--- src/hw/rtl/nfpa_pkg.sv ---
package nfpa_pkg;

    // Sizing of the managed region.
    localparam int MAX_BLOCKS = 4096;
    // Page size in bytes; must be a power of two.
    localparam int BLOCK_SIZE = 4096;
    localparam int BLK_SH     = $clog2(BLOCK_SIZE);

    // Page index and page count widths.
    localparam int IDX_W = $clog2(MAX_BLOCKS);
    localparam int CNT_W = IDX_W + 1;

    // The used map is stored as words of WORD_W page bits.
    localparam int WORD_W  = 16;
    localparam int WORD_SH = $clog2(WORD_W);
    localparam int NWORDS  = MAX_BLOCKS / WORD_W;
    localparam int WADDR_W = IDX_W - WORD_SH;

    // Field and register widths.
    localparam int ADDR_W    = 32;
    localparam int END_W     = ADDR_W + 2;
    localparam int BCNT_W    = 13;
    localparam int CMP_W     = (BCNT_W > CNT_W) ? BCNT_W : CNT_W;
    localparam int STATUS_W  = 2;
    localparam int CFG_IDX_W = 1;
    localparam int CFG_W     = 32;

    // Operation codes.
    localparam logic OP_ALLOC = 1'b0;
    localparam logic OP_FREE  = 1'b1;

    // Status codes.
    localparam logic [STATUS_W-1:0] ST_OK           = 2'd0;
    localparam logic [STATUS_W-1:0] ST_OUT_OF_MEM   = 2'd1;
    localparam logic [STATUS_W-1:0] ST_ALREADY_FREE = 2'd2;
    localparam logic [STATUS_W-1:0] ST_RANGE        = 2'd3;

    // Configuration register indexes.
    localparam logic [CFG_IDX_W-1:0] CFG_ALLOC_BASE  = 1'b0;
    localparam logic [CFG_IDX_W-1:0] CFG_BLOCK_COUNT = 1'b1;

    // Reset value of the page count register.
    localparam logic [BCNT_W-1:0] BCNT_RESET = BCNT_W'(4096);

    // Access request from the controller to the used map.
    typedef struct packed {
        logic               wr_en;
        logic [WADDR_W-1:0] wr_addr;
        logic [WORD_W-1:0]  wr_data;
        logic [WADDR_W-1:0] rd_addr;
    } t_map_req;

endpackage

--- src/hw/rtl/nfpa_ctrl.sv ---
module nfpa_ctrl import nfpa_pkg::*; (
    input  logic                i_clk,
    input  logic                i_rst_n,
    // Request channel.
    input  logic                i_in_valid,
    output logic                o_in_ready,
    input  logic                i_op,
    input  logic [ADDR_W-1:0]   i_address,
    // Result channel.
    output logic                o_out_valid,
    input  logic                i_out_ready,
    output logic [ADDR_W-1:0]   o_page_address,
    output logic [STATUS_W-1:0] o_status,
    // Configuration.
    input  logic [ADDR_W-1:0]   i_alloc_base,
    input  logic [CNT_W-1:0]    i_eff_count,
    // Used map.
    output t_map_req            o_map_req,
    input  logic [WORD_W-1:0]   i_map_word
);

    typedef enum logic [5:0] {
        S_IDLE  = 6'b000001,
        S_SETUP = 6'b000010,
        S_SCAN  = 6'b000100,
        S_FCHK  = 6'b001000,
        S_FRD   = 6'b010000,
        S_DONE  = 6'b100000
    } t_state;

    t_state                r_state, n_state;
    logic                  r_op;
    logic [ADDR_W-1:0]     r_addr;
    logic [IDX_W-1:0]      r_cursor, n_cursor;
    logic [IDX_W-1:0]      r_start, n_start;
    logic [CNT_W-1:0]      r_lo, n_lo;
    logic [CNT_W-1:0]      r_hi, n_hi;
    logic                  r_phase2, n_phase2;
    logic [WADDR_W-1:0]    r_word, n_word;
    logic [WORD_SH-1:0]    r_bit, n_bit;
    logic [ADDR_W-1:0]     r_res_page, n_res_page;
    logic [STATUS_W-1:0]   r_res_status, n_res_status;
    logic                  r_out_valid, n_out_valid;
    logic [ADDR_W-1:0]     r_out_page;
    logic [STATUS_W-1:0]   r_out_status;

    logic                  in_fire;
    logic                  out_load;

    // Search setup.
    logic [IDX_W-1:0]      c_start;
    logic [CNT_W-1:0]      c_lo1;

    // Word scan.
    logic [CNT_W-1:0]      c_idx;
    logic [WORD_W-1:0]     c_mask;
    logic [WORD_W-1:0]     c_onehot;
    logic [WORD_SH-1:0]    c_fbit;
    logic [IDX_W-1:0]      c_found_idx;
    logic [IDX_W-1:0]      c_hi_m1;
    logic                  c_last;

    // Free checks.
    logic [END_W-1:0]      c_end;
    logic [ADDR_W-1:0]     c_off;
    logic [IDX_W-1:0]      c_fidx;
    logic                  c_out_range;

    assign o_in_ready = (r_state == S_IDLE);
    assign in_fire    = i_in_valid && o_in_ready;
    assign out_load   = (r_state == S_DONE) && (!r_out_valid || i_out_ready);

    // Starting page of a search: a cursor left past the count starts at the last page.
    always_comb begin
        if (CNT_W'(r_cursor) >= i_eff_count) begin
            c_start = IDX_W'(i_eff_count - CNT_W'(1));
        end else begin
            c_start = r_cursor;
        end
        c_lo1 = CNT_W'(c_start) + CNT_W'(1);
    end

    // Free pages of the current word that lie inside the search window.
    always_comb begin
        c_idx  = '0;
        c_mask = '0;
        c_fbit = '0;
        for (int b = 0; b < WORD_W; b++) begin
            c_idx     = CNT_W'({r_word, WORD_SH'(b)});
            c_mask[b] = !i_map_word[b] && (c_idx >= r_lo) && (c_idx < r_hi);
        end
        c_onehot = c_mask & (~c_mask + WORD_W'(1));
        for (int b = 0; b < WORD_W; b++) begin
            c_fbit = c_fbit | (c_onehot[b] ? WORD_SH'(b) : '0);
        end
        c_found_idx = {r_word, c_fbit};
        c_hi_m1     = IDX_W'(r_hi - CNT_W'(1));
        c_last      = (r_word == c_hi_m1[IDX_W-1:WORD_SH]);
    end

    // Address range check and page index of a free request.
    always_comb begin
        c_end       = END_W'(i_alloc_base) + (END_W'(i_eff_count) << BLK_SH);
        c_out_range = (r_addr < i_alloc_base) || (END_W'(r_addr) >= c_end);
        c_off       = r_addr - i_alloc_base;
        c_fidx      = IDX_W'(c_off >> BLK_SH);
    end

    // Sequencer.
    always_comb begin
        n_state      = r_state;
        n_cursor     = r_cursor;
        n_start      = r_start;
        n_lo         = r_lo;
        n_hi         = r_hi;
        n_phase2     = r_phase2;
        n_word       = r_word;
        n_bit        = r_bit;
        n_res_page   = r_res_page;
        n_res_status = r_res_status;

        o_map_req.wr_en   = 1'b0;
        o_map_req.wr_addr = r_word;
        o_map_req.wr_data = '0;
        o_map_req.rd_addr = r_word;

        unique case (r_state)
            S_IDLE: begin
                if (in_fire) begin
                    n_state = (i_op == OP_ALLOC) ? S_SETUP : S_FCHK;
                end
            end
            S_SETUP: begin
                n_start      = c_start;
                n_res_page   = '0;
                n_res_status = ST_OK;
                if (c_lo1 != i_eff_count) begin
                    // Search above the start page first.
                    n_lo     = c_lo1;
                    n_hi     = i_eff_count;
                    n_phase2 = 1'b0;
                    n_word   = c_lo1[IDX_W-1:WORD_SH];
                    n_state  = S_SCAN;
                end else if (c_start != '0) begin
                    // Start page is the last one: wrap straight to page zero.
                    n_lo     = '0;
                    n_hi     = CNT_W'(c_start);
                    n_phase2 = 1'b1;
                    n_word   = '0;
                    n_state  = S_SCAN;
                end else begin
                    // Single page: nothing to check.
                    n_cursor     = c_start;
                    n_res_status = ST_OUT_OF_MEM;
                    n_state      = S_DONE;
                end
                o_map_req.rd_addr = n_word;
            end
            S_SCAN: begin
                if (|c_mask) begin
                    o_map_req.wr_en   = 1'b1;
                    o_map_req.wr_data = i_map_word | c_onehot;
                    n_cursor          = c_found_idx;
                    n_res_page        = i_alloc_base + (ADDR_W'(c_found_idx) << BLK_SH);
                    n_state           = S_DONE;
                end else if (!c_last) begin
                    n_word = r_word + WADDR_W'(1);
                end else if (!r_phase2 && (r_start != '0)) begin
                    n_lo     = '0;
                    n_hi     = CNT_W'(r_start);
                    n_phase2 = 1'b1;
                    n_word   = '0;
                end else begin
                    n_cursor     = r_start;
                    n_res_status = ST_OUT_OF_MEM;
                    n_state      = S_DONE;
                end
                o_map_req.rd_addr = n_word;
            end
            S_FCHK: begin
                n_res_page = '0;
                n_word     = c_fidx[IDX_W-1:WORD_SH];
                n_bit      = c_fidx[WORD_SH-1:0];
                if (c_out_range) begin
                    n_res_status = ST_RANGE;
                    n_state      = S_DONE;
                end else begin
                    n_state = S_FRD;
                end
                o_map_req.rd_addr = n_word;
            end
            S_FRD: begin
                if (i_map_word[r_bit]) begin
                    o_map_req.wr_en   = 1'b1;
                    o_map_req.wr_data = i_map_word & ~(WORD_W'(1) << r_bit);
                    n_res_status      = ST_OK;
                end else begin
                    n_res_status = ST_ALREADY_FREE;
                end
                n_state = S_DONE;
            end
            S_DONE: begin
                if (out_load) begin
                    n_state = S_IDLE;
                end
            end
            default: begin
                n_state = S_IDLE;
            end
        endcase
    end

    // Output register: holds one result while the next request is taken.
    always_comb begin
        n_out_valid = r_out_valid;
        if (out_load) begin
            n_out_valid = 1'b1;
        end else if (i_out_ready) begin
            n_out_valid = 1'b0;
        end
    end

    // Control state.
    always_ff @(posedge i_clk) begin
        if (!i_rst_n) begin
            r_state     <= S_IDLE;
            r_cursor    <= '0;
            r_out_valid <= 1'b0;
        end else begin
            r_state     <= n_state;
            r_cursor    <= n_cursor;
            r_out_valid <= n_out_valid;
        end
    end

    // Payload and working registers.
    always_ff @(posedge i_clk) begin
        if (in_fire) begin
            r_op   <= i_op;
            r_addr <= i_address;
        end
        r_start      <= n_start;
        r_lo         <= n_lo;
        r_hi         <= n_hi;
        r_phase2     <= n_phase2;
        r_word       <= n_word;
        r_bit        <= n_bit;
        r_res_page   <= n_res_page;
        r_res_status <= n_res_status;
        if (out_load) begin
            r_out_page   <= r_res_page;
            r_out_status <= r_res_status;
        end
    end

    assign o_out_valid    = r_out_valid;
    assign o_page_address = r_out_page;
    assign o_status       = r_out_status;

    // The search window is never empty while scanning.
    a_scan_window: assert property (@(posedge i_clk) disable iff (!i_rst_n)
        (r_state == S_SCAN) |-> (r_lo < r_hi))
        else $error("scan window is empty");

    // The map is written only when a word has just been read.
    a_map_write: assert property (@(posedge i_clk) disable iff (!i_rst_n)
        o_map_req.wr_en |-> ((r_state == S_SCAN) || (r_state == S_FRD)))
        else $error("map write outside a read-modify-write state");

    // A free request never returns a page address.
    a_free_page: assert property (@(posedge i_clk) disable iff (!i_rst_n)
        (out_load && (r_op == OP_FREE)) |-> (r_res_page == '0))
        else $error("free request returns a page address");

    // A finished result always reaches the output register.
    a_out_load: assert property (@(posedge i_clk) disable iff (!i_rst_n)
        out_load |=> (r_out_valid && (r_state == S_IDLE)))
        else $error("result not loaded into the output register");

endmodule

--- config.mk ---
export PLATFORM = sky130hd
export DESIGN_NAME = nfpa_ctrl
export DESIGN_NICKNAME = d
export VERILOG_FILES = /design/src/hw/rtl/nfpa_pkg.sv /design/src/hw/rtl/nfpa_ctrl.sv
export SDC_FILE = /design/constraint.sdc
export NUM_CORES = 1
export LEC_CHECK = 0
export ABC_AREA = 1
export BUFFER_PORTS_ARGS = -buffer_cell sky130_fd_sc_hd__buf_2
export CORE_MARGIN = 3
export CORE_UTILIZATION = 40
export DETAILED_ROUTE_END_ITERATION = 12
export PLACE_DENSITY_LB_ADDON = 0.08
export SYNTH_ARGS = -nofsm -noshare
export SYNTH_HDL_FRONTEND = slang
export SYNTH_SLANG_ARGS = --single-unit
--- constraint.sdc ---
create_clock -name i_clk -period 4.56 [get_ports i_clk]
set_input_delay 0.228 -clock i_clk [delete_from_list [all_inputs] [get_ports i_clk]]
set_output_delay 0.228 -clock i_clk [all_outputs]
set_load 0.01 [all_outputs]
==> results of run 1 <==
-- layout make-up --
class | instances | area, sq um
clock buffer | 18 | 429
clock inverter | 12 | 169
fill | 3143 | 14900
inverter | 231 | 872
multi-input combinational | 1287 | 7850
sequential | 170 | 4840
tap | 435 | 544
timing repair buffer | 364 | 2470
-- synth_stat cells (6+ instances only) --
library cell / n
o21ai_0: 86
inv_1: 217
ha_1: 111
nor2_4: 8
nand3b_1: 6
o211ai_1: 7
xor2_1: 33
a21oi_1: 130
nand2_2: 25
nand3_1: 129
xnor2_1: 7
o22ai_1: 7
o221ai_1: 13
nor3_1: 30
nor2_2: 7
nand2_1: 373
clkbuf_1: 14
nor4_1: 15
nand4_1: 57
a21o_1: 6
dfxtp_1: 27
buf_2: 6
a31oi_1: 6
inv_2: 14
o311ai_0: 8
edfxtp_1: 143
nor2_1: 163
-- registers in the layout (all words and copies together) (netlist names) --
register        count
r_start            12
r_addr             32
r_cursor           12
o_out_valid         1
r_word              8
r_res_page         32
r_hi               13
r_bit               4
o_status            2
r_lo               13
r_phase2            1
r_state             6
r_res_status        2
o_page_address     32
-- per-layer routing --
metal	vias to the layer above	share of wire (%)	wire [um]	track usage [%]
li1	6631	-	-	-
met1	6326	46	21100	35.7
met2	409	47	21500	41.8
met3	50	5.8	2670	3.63
met4	0	1.8	832	6.72
met5	-	0	0	0
-- placed cells by master, fill, tap and decap left out, drive strengths merged, types with 6 or more instances in the layout --
master | netlist | layout
o22ai | 7 | 7
a21o | 6 | 6
dlygate4sd3 | 0 | 32
ha | 111 | 111
o211ai | 7 | 7
o221ai | 13 | 13
nand2 | 402 | 402
nor3 | 32 | 32
xnor2 | 7 | 7
dfxtp | 27 | 27
edfxtp | 143 | 143
buf | 17 | 332
a21oi | 131 | 131
inv | 231 | 234
clkbuf | 15 | 18
nor2 | 178 | 178
a31oi | 6 | 6
nand3b | 6 | 6
nor4 | 15 | 15
o311ai | 8 | 8
nand3 | 130 | 130
nand4 | 58 | 58
xor2 | 33 | 33
o21ai | 91 | 91
-- path summary, 6_finish.rpt --
kind | endpoint | cells past startpoint | start
max | r_res_page[25]$_SDFFCE_PP0P_ | 36 | r_lo[9]$_SDFFCE_PP0P_
min | r_state[3]$_SDFFE_PN0P_ | 3 | i_op
max reg2reg | r_res_page[25]$_SDFFCE_PP0P_ | 36 | r_lo[9]$_SDFFCE_PP0P_
min reg2reg | o_page_address[12]$_DFFE_PP_ | 0 | r_res_page[12]$_SDFFCE_PP0P_
-- worst max-delay path: cells and delay by family (launching register included) --
kind                       cells  cell delay, ps
buffers and inverters         10             990
and+or+nand+nor               18            1580
adders and majority gates      2             610
DFF                            1             350
AOI/OAI and AO/OA              6             790
-- metrics by stage --
stage                     area (sq um)  utilization, %  setup TNS, ps  power (mW)  worst slack (ps)
after floorplan                  13200               -              0        3.52              43.8
after global placement           15400            48.1          -2430        4.65              -335
after detailed placement         15400            48.1          -3310        4.66              -475
after CTS                        16700            52.2           -143        6.39             -78.3
after global routing             17200            53.6          -1820        7.09              -300
final                            17200            53.6          -4.40        6.67             -2.84
-- cells by family (layout without fill, tap and decap cells) --
group	Yosys count	in the layout	share of synthesized area [%]
XOR/XNOR	40	40	2.66
AO/OA/AOI/OAI	305	305	13.5
flip-flops	170	170	36.7
buffers and inverters	263	625	7.97
adder cells (fa/ha/maj)	113	113	10.8
AND/OR/NAND/NOR	829	829	28.4
-- power groups by stage --
stage                     sequential (mW)  combinational [mW]  clock [mW]
after global routing                 2.00                3.48        1.61
final                                1.99                3.15        1.53
after detailed placement             2.00                2.67           0
after floorplan                      2.03                1.50           0
after global placement               1.99                2.65           0
after CTS                            1.97                2.87        1.55
-- timing repair --
| action | in CTS | in global routing |
|---|---|---|
| pin swaps | 29 | 61 |
| setup endpoints to repair | 10 | 17 |
| hold buffers | 32 | 0 |
| setup buffers | 22 | 20 |
| endpoints found under the hold margin | 32 | 0 |
| gates resized for setup | 66 | 88 |
==> results.md, run 1 <==
* Critical path class: flop to flop
* Final Instance Count excl. Fillers at 2517
* Top-Level Pins at about 170
* Inserted Diodes at 0
* Hold slack at roughly 30 ps
* Max frequency at 219 MHz
* H-tree lvl count at 4
* Largest net degree at the start of global routing at 35
* Worst EP arrival at 4780 ps
* Final min period at 4560 ps
* HP Class: input port to flop
* Row count at 65
* Hpwl dp at 36300 um
* DRC viols at 0
* Status: finished, violations left
* Worst Path Required at 4770 ps
* TritonCTS buffer count at 17
* Vias/cell at 5.33
* Initial DRC count at about 960
* Top FF cell, synth: edfxtp_1
* Cell count after synthesis at approximately 1700
* Slew Limit Fails at 0
* Global-route wire length before repair at 71000 um
* TritonCTS clock tree: yes
* Max-slew headroom at a little over 30%
* Power per Cell Area at between 300 and 400 mW/mm^2
* Synth top area share at about a third
* Worst slew pin tran at approximately 1000 ps
* Longest Clk Path Bufs at 2
* Initial Util at 41.1%
* Register area share after synthesis at 36.7%
* Cell mode on critical path: nand2_2
* Gp weighted congestion at 0.904
* Die Ht at approximately 190 um
* Worst path max stage delay at about 350 ps
* VDD IR max at 317 uV
* Area Growth Syn to Fin at 30.3%
* Cell Int Power at approximately 4.0 mW
* Routed len/inst at 18.3 um
* Via count at between 10000 and 15000
* Setup Viol. Count Final at 2
* CP endpoint kind: flop
* MaxCap Viol Count at 0
* Slowest-stage cell, CP: edfxtp_1
* Syn nets at just under 2000
* Die X at between 150 and 200 um
* Clk sinks at 170
* Psw at roughly 2.6 mW
* Post-route setup slack at -2.84 ps
* Net Sw Frac at about two fifths
* Combinational power share at 47.3%
* Register bit count reported by yosys at 170
* Synthesized area per cell at 7.66 sq um
* Period Utilization, post-route at 100%
* IO buf count at between 150 and 200
* Crit Path Max Fanout at 8
* Full die area at between 0.03 and 0.04 sq mm
* Yosys warning count at 0
* Remaining antenna violation count at 0
* Post-synth EDFFs at 143
* Total gr overflow at 0
* Distinct cell type count after synthesis at 55
* Final hold vios at 0
* Vias in the first global route at around 13000
* Clock Latency Late Sink at around 450 ps
* Clock-pin slew on the worst setup and hold paths at ~70 ps
* CP Launch Type: flop
* Nets at approximately 2300
* Routed wire length at between 40000 and 50000 um
* Failing checks: setup timing
* Largest area contributor in the netlist: edfxtp_1
* Share of layout cells above drive strength 1 at around a quarter
* Total GRT Usage at between 20% and 30%
* Leakage at ~8 nW
* Synthesized area at 0.0132 sq mm
* Clk network pwr share at between 20% and 30%
* Root Driver: clkbuf_16
* Max Clock Skew at between 10 and 15 ps
* Pre-antenna DRT Iters at 5
* Asr flop ratio synth at 0%
* Placed insts at 2418
* Core area at 0.0320 sq mm
* Area contributors post-synth: edfxtp_1 33%, nand2_1 11%, ha_1 11%
* Flop2flop setup slack at -3 ps
* Antenna violations before repair at 0
* Flop pwr share at ~30%
* Unrepaired setup endpoints after global routing: yes
Power figures use the tool's default switching activity.
==> run 2, diff against run 1 <==
CORE_ASPECT_RATIO = 1.4   (was default)
CORE_MARGIN = default   (was 3)
REMOVE_ABC_BUFFERS = 1   (was default)
==> results.md, run 2 (synthesized netlist as in run 1, its figures left out) <==
* Multi-input logic area at 0.00800 sq mm (was 0.00785 sq mm)
* Max Clock Skew at 12.7 ps (was 10.2 ps)
* Full die area at 0.0337 sq mm (was 0.0352 sq mm)
* Vias in the first global route at 13600 (was 12600)
* Share of layout cells above drive strength 1 at 28.2% (was 26.1%)
* Worst r2r path cells at 33 (was 36)
* Routed len/inst at 18.5 um (was 18.3 um)
* Flop2flop setup slack at -150 ps (was -3 ps)
* Largest net degree at the start of global routing at 35 (unchanged)
* FF/Latch Area at 0.00484 sq mm (about the same)
* Clock Latency Late Sink at 460 ps (was 450 ps)
* Gp weighted congestion at 0.944 (was 0.904)
* Power per Cell Area at 375 mW/mm^2 (was 388 mW/mm^2)
* Hpwl dp at 37400 um (was 36300 um)
* Placed insts at 2454 (was 2418)
* Worst path max stage delay at 340 ps (was 350 ps)
* Routed wire length at 47400 um (was 46200 um)
* IO buf count at 166 (unchanged)
* Global-route wire length before repair at 71700 um (was 71000 um)
* Post-placement cell area at 0.0156 sq mm (was 0.0154 sq mm)
* Final hold vios at 0 (unchanged)
* H-tree lvl count at 4 (unchanged)
* Top-Level Pins at 167 (unchanged)
* Final Instance Count excl. Fillers at 2561 (was 2517)
* Status: finished, violations left (unchanged)
* Row count at 78 (was 65)
* CP endpoint kind: flop (unchanged)
* Period Utilization, post-route at 103% (was 100%)
* Worst Path Required at 4780 ps (was 4770 ps)
* Slew Limit Fails at 0 (unchanged)
* Fin area at 0.0176 sq mm (was 0.0172 sq mm)
* Reg2Reg Launch Point: r_word[0]$_DFF_P_ (was r_lo[9]$_SDFFCE_PP0P_)
* Min-delay src: i_op (unchanged)
* Antenna violations before repair at 4 (was 0)
* TritonCTS buffer count at 17 (unchanged)
* MaxCap Viol Count at 0 (unchanged)
* Slowest-stage cell, CP: ha_1 (was edfxtp_1)
* Clock-pin slew on the worst setup and hold paths at 70 ps (about the same)
* Worst slew pin tran at 1040 ps (about the same)
* TritonCTS clock tree: yes (unchanged)
* VDD IR max at 312 uV (was 317 uV)
* Filler cells at 3166 (was 3143)
* Failing checks: setup timing (unchanged)
* Remaining antenna violation count at 0 (unchanged)
* Initial Util at 40.7% (was 41.1%)
* Nets at 2318 (was 2282)
* Max-slew headroom at 30.6% (was 30.7%)
* CP Launch Type: flop (unchanged)
* Area Growth Syn to Fin at 33.3% (was 30.3%)
* Critical path class: flop to flop (unchanged)
* Die Ht at 217 um (was 188 um)
* Total gr overflow at 0 (unchanged)
* Hold endpoint: r_state[3]$_SDFFE_PN0P_ (unchanged)
* Pre-antenna DRT Iters at 7 (was 5)
* Fin Setup TNS at -570 ps (was -4.40 ps)
* Via count at 13600 (was 13400)
* Most frequent cells in the layout: 342 x nand2_1, 201 x inv_1, 187 x buf_4, 167 x buf_2, 143 x edfxtp_1 (was 345 x nand2_1, 204 x inv_1, 166 x buf_2, 155 x buf_4, 146 x nor2_1)
* Post-route setup slack at -154 ps (was -2.84 ps)
* Hold depth at 3 (unchanged)
* HP Class: input port to flop (unchanged)
* Core area at 0.0324 sq mm (was 0.0320 sq mm)
* Setup WS pre-CTS at -660 ps (was -475 ps)
* Root Driver: clkbuf_16 (unchanged)
* Commonest non-fill, non-tap cell in the layout: nand2_1 (unchanged)
* Unrepaired setup endpoints after global routing: yes (unchanged)
* Die X at 155 um (was 188 um)
* Leakage at 8.22 nW (was 8.04 nW)
* Cell mode on critical path: buf_4 (was nand2_2)
* Setup Viol. Count Final at 5 (was 2)
* Reg2reg end: r_res_page[26]$_SDFFCE_PP0P_ (was r_res_page[25]$_SDFFCE_PP0P_)
* Vias/cell at 5.32 (was 5.33)
* Total GRT Usage at 28.1% (was 25.6%)
* Final min period at 4710 ps (was 4560 ps)
* Crit Path Max Fanout at 3 (was 8)
* DRC viols at 0 (unchanged)
* Worst EP arrival at 4940 ps (was 4780 ps)
* Initial DRC count at 817 (was 958)
* Longest Clk Path Bufs at 2 (unchanged)
* Clk sinks at 170 (unchanged)
* Max frequency at 212 MHz (was 219 MHz)
## run 2: changes by cell type in the layout (fill, tap and decap cells not counted), sizes merged
cell      previous run  this run
buf                332       367
clkinvlp             3         4
inv                234       237
bufinv               3         0
clkinv               3         4
nor2               178       179
diode                0         1
## run 2: how the worst max path moves through the flow
stage                                       start                            to  slack [ps]
after floorplan           r_state[0]$_SDFFE_PN1P_   r_res_page[0]$_SDFFCE_PP0P_        -470
after CTS                  r_lo[11]$_SDFFCE_PP0P_  r_res_page[31]$_SDFFCE_PP0P_        -130
final                           r_word[0]$_DFF_P_  r_res_page[26]$_SDFFCE_PP0P_        -150
after global placement         r_hi[11]$_DFFE_PP_  r_res_page[26]$_SDFFCE_PP0P_        -550
after detailed placement       r_hi[11]$_DFFE_PP_  r_res_page[26]$_SDFFCE_PP0P_        -660
after global routing        r_lo[8]$_SDFFCE_PP0P_  r_res_page[26]$_SDFFCE_PP0P_        -470
## run 2: per-stage QoR
stage	util [%]	total power, mW	hold WS (ps)
final	54.2	6.59	45.4
after global routing	54.2	6.99	47.7
after CTS	52.5	6.33	33.9
after detailed placement	48.3	4.67	405
after global placement	48.3	4.65	402
after floorplan	-	3.50	297
## run 2: cell type report
type                       instances  share of cell area [%]
antenna                            1                  0.0142
sequential                       170                    27.6
tap                              440                    3.13
inverter                         231                    5.01
clock buffer                      18                    2.44
multi-input combinational       1288                    45.5
clock inverter                    14                   0.762
timing repair buffer             399                    15.6
## run 2: repair_timing
action / in CTS / in global routing
setup endpoints to repair: 12 / 20
pin swaps: 25 / 58
gates resized for setup: 87 / 112
hold buffers: 32 / 0
buffers inserted: 21 / 19
gates cloned: 1 / 1
endpoints found under the hold margin: 32 / 0
## run 2: worst max-delay path: cells and delay by family (launching register included)
kind,cells,cell delay (ps)
compound gates,11,1280
simple gates,11,1270
fa+ha+maj,3,820
buf+inv,8,780
flops,1,330
## run 2: per-layer routing
layer  part of all wire [%]  global-route usage, %  routed length, um  vias up
li1                       -                      -                  -     6707
met1                     37                   28.9              17400     6368
met2                     53                   53.3              25200      414
met3                    4.3                   4.52               2060      138
met4                    5.6                   16.1               2640        4
met5                  0.055                      0                 26        -
## run 2: power breakdown
| group | switching [mW] | internal [mW] | total (mW) |
|---|---|---|---|
| Sequential | 0.0988 | 1.88 | 1.98 |
| Combinational | 1.87 | 1.33 | 3.20 |
| Clock | 0.700 | 0.718 | 1.42 |
==> run 3, diff against run 2 <==
SKIP_CTS_REPAIR_TIMING = 1   (was default)
==> results.md, run 3 (synthesized netlist as in run 1, its figures left out) <==
* Remaining antenna violation count at 0 (unchanged)
* Reg2Reg Launch Point: r_lo[11]$_SDFFCE_PP0P_ (was r_word[0]$_DFF_P_)
* Clock Latency Late Sink at 460 ps (about the same)
* Routed len/inst at 18.4 um (was 18.5 um)
* TritonCTS buffer count at 17 (unchanged)
* Root Driver: clkbuf_16 (unchanged)
* Placed insts at 2454 (unchanged)
* Worst EP arrival at 5080 ps (was 4940 ps)
* Cell mode on critical path: nand2_2 (was buf_4)
* CP endpoint kind: flop (unchanged)
* Global-route wire length before repair at 70000 um (was 71700 um)
* Post-placement cell area at 0.0156 sq mm (unchanged)
* Max frequency at 209 MHz (was 212 MHz)
* IO buf count at 166 (unchanged)
* Met2 wire length at 25000 um (was 25200 um)
* Pre-antenna DRT Iters at 5 (was 7)
* H-tree lvl count at 4 (unchanged)
* Min-delay src: i_op (unchanged)
* Reg2reg end: r_res_page[31]$_SDFFCE_PP0P_ (was r_res_page[26]$_SDFFCE_PP0P_)
* Status: finished, violations left (unchanged)
* Total GRT Usage at 27.5% (was 28.1%)
* Final Instance Count excl. Fillers at 2539 (was 2561)
* Commonest non-fill, non-tap cell in the layout: nand2_1 (unchanged)
* HP Class: input port to flop (unchanged)
* Vias in the first global route at 13100 (was 13600)
* Top Layer Used: met5 (unchanged)
* Worst slew pin tran at 1050 ps (was 1040 ps)
* Final min period at 4770 ps (was 4710 ps)
* Initial Util at 40.7% (unchanged)
* MaxCap Viol Count at 0 (unchanged)
* Share of layout cells above drive strength 1 at 26.9% (was 28.2%)
* Total gr overflow at 0 (unchanged)
* Die X at 155 um (unchanged)
* Failing checks: setup timing (unchanged)
* Routed wire length on met3 at 1830 um (was 2060 um)
* Slowest-stage cell, CP: ha_1 (unchanged)
* Max Clock Skew at 10.2 ps (was 12.7 ps)
* Max-slew headroom at 29.7% (was 30.6%)
* Critical path class: flop to flop (unchanged)
* Longest Clk Path Bufs at 2 (unchanged)
* Row count at 78 (unchanged)
* Nets at 2296 (was 2318)
* Leakage at 8.09 nW (was 8.22 nW)
* Top-Level Pins at 167 (unchanged)
* Clock-pin slew on the worst setup and hold paths at 70 ps (about the same)
* Die Ht at 217 um (unchanged)
* Worst r2r path cells at 34 (was 33)
* Hold depth at 3 (unchanged)
* Most frequent cells in the layout: 340 x nand2_1, 205 x inv_1, 167 x buf_2, 167 x buf_4 (was 342 x nand2_1, 201 x inv_1, 187 x buf_4, 167 x buf_2, 143 x edfxtp_1)
* Setup Viol. Count Final at 6 (was 5)
* Hold endpoint: r_state[3]$_SDFFE_PN0P_ (unchanged)
* Via count at 13600 (about the same)
* VDD IR max at 307 uV (was 312 uV)
* Clk sinks at 170 (unchanged)
* Worst path max stage delay at 430 ps (was 340 ps)
* Core area at 0.0324 sq mm (unchanged)
* Area Growth Syn to Fin at 31.3% (was 33.3%)
* Gp weighted congestion at 0.944 (unchanged)
* Period Utilization, post-route at 105% (was 103%)
* Crit Path Max Fanout at 5 (was 3)
* Hpwl dp at 37400 um (unchanged)
* Antenna violations before repair at 4 (unchanged)
* Unrepaired setup endpoints after global routing: yes (unchanged)
* Vias/cell at 5.34 (was 5.32)
* Full die area at 0.0337 sq mm (unchanged)
* Flop2flop setup slack at -210 ps (was -150 ps)
* DRT met1 WL at 17400 um (about the same)
* Fin area at 0.0173 sq mm (was 0.0176 sq mm)
* Post-route setup slack at -214 ps (was -154 ps)
* Initial DRC count at 764 (was 817)
* Largest net degree at the start of global routing at 35 (unchanged)
* Power per Cell Area at 374 mW/mm^2 (was 375 mW/mm^2)
* Routed wire length at 46800 um (was 47400 um)
* DRC viols at 0 (unchanged)
* Slew Limit Fails at 0 (unchanged)
* Worst Path Required at 4860 ps (was 4780 ps)
* CP Launch Type: flop (unchanged)
* Final hold vios at 0 (unchanged)
* TritonCTS clock tree: yes (unchanged)
run 3: critical path, delay by kind of cell (launching register included):
| kind | cells | cell delay, ps |
|---|---|---|
| AOI/OAI and AO/OA | 9 | 1340 |
| adders and majority gates | 2 | 710 |
| buffers and inverters | 8 | 800 |
| DFF | 1 | 340 |
| and+or+nand+nor | 15 | 1390 |
run 3: routing by layer:
| layer | global-route usage [%] | up-vias |
|---|---|---|
| li1 | - | 6661 |
| met2 | 52.0 | 416 |
| met4 | 15.8 | 4 |
| met5 | 0 | - |
| met3 | 4.08 | 145 |
| met1 | 28.6 | 6329 |
run 3: how the worst max path moves through the flow:
| stage | startpoint | endpoint | slack (ps) | cells after the start |
|---|---|---|---|---|
| floorplan | r_state[0]$_SDFFE_PN1P_ | r_res_page[0]$_SDFFCE_PP0P_ | -470 | 7 |
| global placement | r_hi[11]$_DFFE_PP_ | r_res_page[26]$_SDFFCE_PP0P_ | -550 | 31 |
| detailed placement | r_hi[11]$_DFFE_PP_ | r_res_page[26]$_SDFFCE_PP0P_ | -660 | 33 |
| CTS | r_hi[11]$_DFFE_PP_ | r_res_page[26]$_SDFFCE_PP0P_ | -680 | 33 |
| global route | r_lo[10]$_SDFFCE_PP0P_ | r_res_page[31]$_SDFFCE_PP0P_ | -510 | 34 |
| finish | r_lo[11]$_SDFFCE_PP0P_ | r_res_page[31]$_SDFFCE_PP0P_ | -210 | 34 |
run 3: power by group:
group / switching, mW / internal, mW
combinational: 1.82 / 1.26
clock: 0.698 / 0.718
sequential: 0.0945 / 1.88
run 3: final cells by class:
type	instances	area, sq um
multi-input cells	1288	7910
flip-flops and latches	170	4840
inverters	231	877
clock inverters	14	134
diodes	1	2.50
repair buffers	377	2560
clock buffers	18	429
fillers	3196	15100
well taps	440	551
run 3: stage by stage:
stage / utilization, % / total power, mW / setup TNS (ps) / hold WS, ps / setup WS, ps
2_1_floorplan: - / 3.50 / -16640 / 297 / -470
3_3_place_gp: 48.3 / 4.65 / -4590 / 402 / -549
3_5_place_dp: 48.3 / 4.67 / -5700 / 405 / -660
4_1_cts: 50.0 / 6.10 / -5900 / -81.5 / -677
5_1_grt: 53.4 / 6.86 / -3750 / 51.0 / -509
6_report: 53.4 / 6.47 / -927 / 54.6 / -214
